**config.mk**
```make
export PLATFORM = sky130hd
export DESIGN_NAME = lfu_name_lookup_cache
export DESIGN_NICKNAME = d
export VERILOG_FILES = /design/src/design/lfu_nlc_pkg.sv /design/src/design/lfu_name_lookup_cache.sv
export SDC_FILE = /design/constraint.sdc
export NUM_CORES = 2
export LEC_CHECK = 0
export BUFFER_PORTS_ARGS = -buffer_cell sky130_fd_sc_hd__buf_2
export CAP_MARGIN = 20
export CORE_MARGIN = 4
export CORE_UTILIZATION = 55
export CTS_CLUSTER_DIAMETER = 150
export DETAILED_ROUTE_END_ITERATION = 12
export PLACE_DENSITY = 0.71
export SYNTH_ARGS = -nofsm -noshare
export SYNTH_HDL_FRONTEND = slang
export SYNTH_SLANG_ARGS = --single-unit
```
**constraint.sdc**
```tcl
create_clock -name clk -period 13.5 [get_ports clk]
set_input_delay 2.7 -clock clk [delete_from_list [all_inputs] [get_ports clk]]
set_output_delay 2.7 -clock clk [all_outputs]
set_load 0.03 [all_outputs]
```
**src/design/lfu_nlc_pkg.sv**
```systemverilog
package lfu_nlc_pkg;

  localparam int ENTRIES    = 16;
  localparam int KEY_BITS   = 64;
  localparam int VALUE_BITS = 32;
  localparam int COUNT_BITS = 16;
  localparam int IDX_W      = $clog2(ENTRIES);

  typedef struct packed {
    logic [63:0] lookup_key;
    logic        directory_found;
    logic [31:0] directory_value;
  } req_t;

  typedef struct packed {
    logic        found;
    logic        was_hit;
    logic [31:0] result_value;
  } rsp_t;

  typedef struct packed {
    logic [KEY_BITS-1:0]   key;
    logic [VALUE_BITS-1:0] value;
    logic [COUNT_BITS-1:0] count;
  } entry_t;

  typedef enum logic [1:0] {
    ST_IDLE,
    ST_SCAN,
    ST_WRITE,
    ST_DONE
  } state_t;

  // low 32 bits of a stored value, zero-extended when the value is narrower
  function automatic logic [31:0] to_result(input logic [VALUE_BITS-1:0] v);
    logic [63:0] w;
    w = 64'(v);
    return w[31:0];
  endfunction

endpackage

```
**src/design/lfu_name_lookup_cache.sv**
```systemverilog
// Least-frequently-used lookup cache, fully associative.
// Request channel (req_valid/req_ready/req): a key plus the backing
// directory's answer for it. Response channel (rsp_valid/rsp_ready/rsp):
// exactly one transaction per request, in request order.
// Entries live in one synchronous RAM (key, value, use count) with registered
// read data; a bit per entry marks it written.
// A scan reads one entry per cycle and compares the previous read.
// A hit ends the scan early; a miss scans every entry. Then comes a write-back
// (skipped on a not-found miss) and the load of the response register;
// req_ready returns in the same cycle as rsp_valid rises.
// One request is in flight at a time; req_ready is high only when idle.
// The response register lets the next request be taken while a finished
// response still waits for rsp_ready. If the receiver stalls with the
// register full, the finished request waits in the done state.
// Reset clears the entry-written bits (all counts read as zero), the
// state machine and rsp_valid; key and value contents are not cleared.
module lfu_name_lookup_cache
  import lfu_nlc_pkg::*;
(
  input  logic clk,
  input  logic rst,
  input  logic req_valid,
  output logic req_ready,
  input  req_t req,
  output logic rsp_valid,
  input  logic rsp_ready,
  output rsp_t rsp
);

  state_t state, state_next;

  entry_t mem [ENTRIES];
  logic [ENTRIES-1:0] live;

  logic [KEY_BITS-1:0]   key_q;
  logic                  dir_found_q;
  logic [VALUE_BITS-1:0] dir_value_q;

  logic [IDX_W-1:0] rd_idx;
  logic             rd_on;
  logic [IDX_W-1:0] chk_idx;
  logic             chk_vld;
  entry_t           rd_ent;
  logic             rd_live;

  logic [COUNT_BITS-1:0] least;
  logic [IDX_W-1:0]      victim;

  logic [IDX_W-1:0] wr_idx;
  entry_t           wr_ent;
  logic             wr_fill;
  rsp_t             res;

  logic                  req_acc;
  logic                  mem_re;
  logic                  mem_we;
  logic                  hit;
  logic                  last_chk;
  logic [COUNT_BITS-1:0] eff_count;
  logic                  take_min;
  logic [COUNT_BITS-1:0] least_sel;
  logic [IDX_W-1:0]      victim_sel;
  logic [COUNT_BITS-1:0] count_inc;
  logic                  rsp_load;

  assign req_acc   = req_valid && req_ready;
  assign eff_count = rd_live ? rd_ent.count : '0;
  assign hit       = chk_vld && rd_live && (rd_ent.key == key_q);
  assign last_chk  = chk_vld && (chk_idx == IDX_W'(ENTRIES - 1));
  assign take_min  = (chk_idx == '0) || (eff_count < least);
  assign least_sel = take_min ? eff_count : least;
  assign victim_sel = take_min ? chk_idx : victim;
  assign count_inc = (rd_ent.count == '1) ? rd_ent.count : rd_ent.count + 1'b1;

  // next state
  always_comb begin
    state_next = state;
    case (state)
      ST_IDLE: begin
        if (req_acc) state_next = ST_SCAN;
      end
      ST_SCAN: begin
        if (hit) state_next = ST_WRITE;
        else if (last_chk) state_next = dir_found_q ? ST_WRITE : ST_DONE;
      end
      ST_WRITE: state_next = ST_DONE;
      ST_DONE: begin
        if (!rsp_valid || rsp_ready) state_next = ST_IDLE;
      end
      default: state_next = ST_IDLE;
    endcase
  end

  // outputs of the state machine
  always_comb begin
    req_ready = 1'b0;
    mem_re    = 1'b0;
    mem_we    = 1'b0;
    rsp_load  = 1'b0;
    case (state)
      ST_IDLE:  req_ready = 1'b1;
      ST_SCAN:  mem_re    = rd_on && !hit;
      ST_WRITE: mem_we    = 1'b1;
      ST_DONE:  rsp_load  = !rsp_valid || rsp_ready;
      default: ;
    endcase
  end

  always_ff @(posedge clk) begin
    if (rst) begin
      state     <= ST_IDLE;
      live      <= '0;
      rd_on     <= 1'b0;
      chk_vld   <= 1'b0;
      rsp_valid <= 1'b0;
    end else begin
      state <= state_next;
      if (req_acc) begin
        rd_on <= 1'b1;
      end else if (mem_re && rd_idx == IDX_W'(ENTRIES - 1)) begin
        rd_on <= 1'b0;
      end else if (hit) begin
        rd_on <= 1'b0;
      end
      chk_vld <= mem_re;
      if (mem_we && wr_fill) live[wr_idx] <= 1'b1;
      if (rsp_load) rsp_valid <= 1'b1;
      else if (rsp_ready) rsp_valid <= 1'b0;
    end
  end

  // RAM: one read port with registered data, one write port
  always_ff @(posedge clk) begin
    if (mem_re) begin
      rd_ent  <= mem[rd_idx];
      rd_live <= live[rd_idx];
    end
    if (mem_we) mem[wr_idx] <= wr_ent;
  end

  always_ff @(posedge clk) begin
    if (req_acc) begin
      key_q       <= req.lookup_key[KEY_BITS-1:0];
      dir_found_q <= req.directory_found;
      dir_value_q <= VALUE_BITS'(req.directory_value);
      rd_idx      <= '0;
    end else if (mem_re) begin
      rd_idx <= rd_idx + 1'b1;
    end
    if (mem_re) chk_idx <= rd_idx;

    if (state == ST_SCAN && chk_vld) begin
      least  <= least_sel;
      victim <= victim_sel;
      if (hit) begin
        wr_idx           <= chk_idx;
        wr_ent           <= '{key: rd_ent.key, value: rd_ent.value, count: count_inc};
        wr_fill          <= 1'b0;
        res.found        <= 1'b1;
        res.was_hit      <= 1'b1;
        res.result_value <= to_result(rd_ent.value);
      end else if (last_chk) begin
        wr_idx           <= victim_sel;
        wr_ent           <= '{key: key_q, value: dir_value_q, count: COUNT_BITS'(1)};
        wr_fill          <= 1'b1;
        res.found        <= dir_found_q;
        res.was_hit      <= 1'b0;
        res.result_value <= dir_found_q ? to_result(dir_value_q) : 32'd0;
      end
    end

    if (rsp_load) rsp <= res;
  end

endmodule

```
==> impl_metrics.py <==
metrics = {
    "outcome": {
        "status": "finished, final reports clean",
    },
    "clock_network": {
        "post_cts_resized": 0,
        "cts_setup_buffers": 0,
        "insertion_delay_ns": 0.83,
        "clock_sinks": 2236,
        "clk_path_buf_depth": 3,
        "ctsHtreeMaxLevel": 4,
        "cts_buffers": 205,
        "ctsHoldBuffers": 0,
        "clkTransAtPathRegs_ns": 0.06,
        "cts_root_buf": "clkbuf_16",
        "cts_tree": "built",
    },
    "synthesis": {
        "synthArstFlopShare": 0,
        "avgSynthCellArea_um2": 24.1,
        "synth_area_mm2": 0.0838,
        "synth_flop_cell": "edfxtp_1",
        "ys_warn_count": 0,
        "synth-seq-cells": 2236,
        "synthCells": 3481,
        "yosys.area.top_type_share": 0.792,
        "yosysUniqueCellTypes": 57,
        "synth_seq_area_share": 0.798,
        "ys_top_cells_by_area": "edfxtp_1, mux4_2, clkbuf_1, dfxtp_1, mux2_2",
        "syn-num-nets": 3603,
        "synth_edf_count": 2211,
        "synth_area_leader_cell": "edfxtp_1",
    },
    "worst_hold_path": {
        "hp-class": "reg -> reg",
    },
    "worst_setup_path": {
        "setup.worst_path.class": "reg -> reg",
        "r2r_slack_ns": 7.78,
        "crit_slowest_cell": "a21oi_4",
        "cp_common_cell": "buf_4",
        "max_stage_delay_ns": 1.08,
        "arrival_ns": 6.17,
        "worstSetupStartpointType": "flop",
        "critical_path.cell_chain": "nand2_1 > a2111oi_0 > nand4_1 > nor3_1 > nand3_4 > a21oi_4 > buf_4 > buf_4",
        "path_max_fanout": 47,
        "required_ns": 13.95,
        "endpoint_kind": "flop",
    },
    "sta": {
        "tns_ns": 0,
        "fin_crit_sh": 0.424,
        "finalWorstPathRequiredPeriod_ns": 5.72,
        "rsz0062_at_grt": "false",
        "final-hold-violation-count": 0,
        "hold_ws_ns": 0.414,
        "finClkSkew_ns": 0.0242,
        "max_freq_mhz": 175,
        "relSlewSlack": 0.234,
        "fin_ws_ns": 7.78,
        "tightest_slew_ns": 1.15,
        "final-setup-viol-count": 0,
        "finalMaxSlewViolations": 0,
    },
    "die": {
        "ioPinCount": 137,
        "dieWidth_um": 398,
        "num_rows": 142,
        "fp.dieArea_mm2": 0.159,
        "start_util": 0.556,
        "coreArea_mm2": 0.151,
        "die_h_um": 398,
    },
    "global_routing": {
        "grtUsageTotal": 0.236,
        "gr-total-overflow": 0,
        "grt_pass1_vias": 38255,
        "grt_max_degree": 162,
        "antenna_found_initial": 15,
        "grt_first_pass_wirelength_mm": 270,
    },
    "final_layout": {
        "layout-drive-gt1-share": 0.296,
        "regArea_mm2": 0.0669,
        "fin_nets": 3799,
        "layout_common_cells": "edfxtp_1, mux4_2, clkbuf_16",
        "fillers": 9967,
        "area_growth_pct": 11.7,
        "final_cell_area_mm2": 0.0937,
        "final_common_cell": "edfxtp_1",
        "multi_input_area_mm2": 0.0160,
    },
    "flow_run": {
        "max_cap_viol_count": 0,
    },
    "power_and_ir_drop": {
        "seq_power_share": 0.517,
        "pwr-share-comb": 0.105,
        "p_leak_uw": 0.0277,
        "p_sw_frac": 0.221,
        "p_int_uw": 11900,
        "ir_drop_v": 0.000140,
        "power.share.clock": 0.378,
        "p_per_area_mw_per_mm2": 164,
        "p_switching_uw": 3390,
    },
    "placed_design": {
        "io_buffers": 136,
        "placed_area_mm2": 0.0869,
        "place_ws_ns": 7.72,
        "place.detailed.hpwl_mm": 90.5,
        "place_congestion": 0.788,
    },
    "route": {
        "drt-total-wl_mm": 183,
        "dr.pass1.iters": 7,
        "antenna_left": 0,
        "vias_per_cell": 6.36,
        "vias": 37318,
        "drtIter0Drc": 4876,
        "wl_per_cell_um": 31.3,
        "drc": 0,
    },
}
metal layers:
layer  wire length [µm]  part of all wire  track usage  up-vias
met2              89300              0.49        0.370     1792
met5                 13          0.000071            0        -
met4               3240             0.018       0.0538        2
met3              16500             0.090       0.0420      229
met1              74300              0.41        0.356    20177
li1                   -                 -            -    15118
power groups by stage:
| stage | logic [µW] | registers, µW | clock network, µW |
|---|---|---|---|
| 2_1_floorplan | 1250 | 8050 | 0 |
| 3_3_place_gp | 1600 | 8070 | 0 |
| 3_5_place_dp | 1640 | 8060 | 0 |
| 4_1_cts | 1650 | 7920 | 5880 |
| 5_1_grt | 1730 | 7930 | 6200 |
| 6_report | 1610 | 7910 | 5790 |
metrics by stage:
step / util / power [µW] / std cells
floorplan: - / 9300 / 3481
global placement: 0.577 / 9680 / 5484
detailed placement: 0.577 / 9700 / 5485
CTS: 0.621 / 15400 / 5862
global route: 0.622 / 15900 / 5863
finish: 0.622 / 15300 / 5867
layout make-up:
| type | count | share of cell area |
|---|---|---|
| inverter | 37 | 0.00154 |
| antenna | 4 | 0.000107 |
| multi-input combinational | 998 | 0.171 |
| clock buffer | 249 | 0.0587 |
| clock inverter | 128 | 0.0133 |
| sequential | 2236 | 0.714 |
| timing repair buffer | 199 | 0.0145 |
| tap | 2016 | 0.0269 |
worst paths after layout:
check | from | end | cells past startpoint
worst max-delay path | rd_live | wr_ent[72] | 8
worst min register to register | res[7] | rsp[7] | 0
worst min-delay path | res[7] | rsp[7] | 0
worst max register to register | rd_live | wr_ent[72] | 8
state kept, by name, indices dropped and copies added (netlist names), 2 cells and up:
name / cells
live: 16
key_q: 64
chk_idx: 4
mem: 1792
state: 2
wr_ent: 112
rd_idx: 4
rd_ent: 112
victim: 4
res: 34
dir_value_q: 32
least: 16
wr_idx: 4
rsp: 34
synthesized netlist by cell type (3+ instances only):
master,instances
a2111oi_0,3
a21oi_1,27
a221oi_1,3
a22o_1,32
a31oi_1,5
and2_1,18
and3_1,4
buf_1,4
buf_2,50
buf_6,7
clkbuf_1,145
dfxtp_1,25
edfxtp_1,2211
ha_1,21
inv_1,37
mux2_2,35
mux2_4,4
mux4_2,565
nand2_1,23
nand2b_1,8
nand3_1,11
nand4_1,14
nor2_1,61
nor2b_1,46
nor3_1,10
nor4_1,18
o21ai_0,5
o21ai_1,3
or3_1,4
xnor2_1,10
xor2_1,39
worst max-delay path: cells and delay by family, from the launching register on:
kind / cells / cell delay [ns]
AO/OA/AOI/OAI: 2 / 1.66
AND/OR/NAND/NOR: 4 / 1.61
buffers and inverters: 2 / 1.32
flip-flops: 1 / 0.63
kinds of logic (layout without fill, tap and decap cells):
kind of cell / count (synthesis) / in the layout / synth area share
AND/OR/NAND/NOR: 228 / 228 / 0.0149
XOR/XNOR: 49 / 49 / 0.00512
multiplexers: 607 / 607 / 0.158
adder cells (fa/ha/maj): 21 / 21 / 0.00313
AO/OA/AOI/OAI: 93 / 93 / 0.00828
other: 0 / 4 / 0
buffers and inverters: 247 / 613 / 0.0129
flip-flops: 2236 / 2236 / 0.798
No activity file was read; power rests on OpenSTA's default activity.
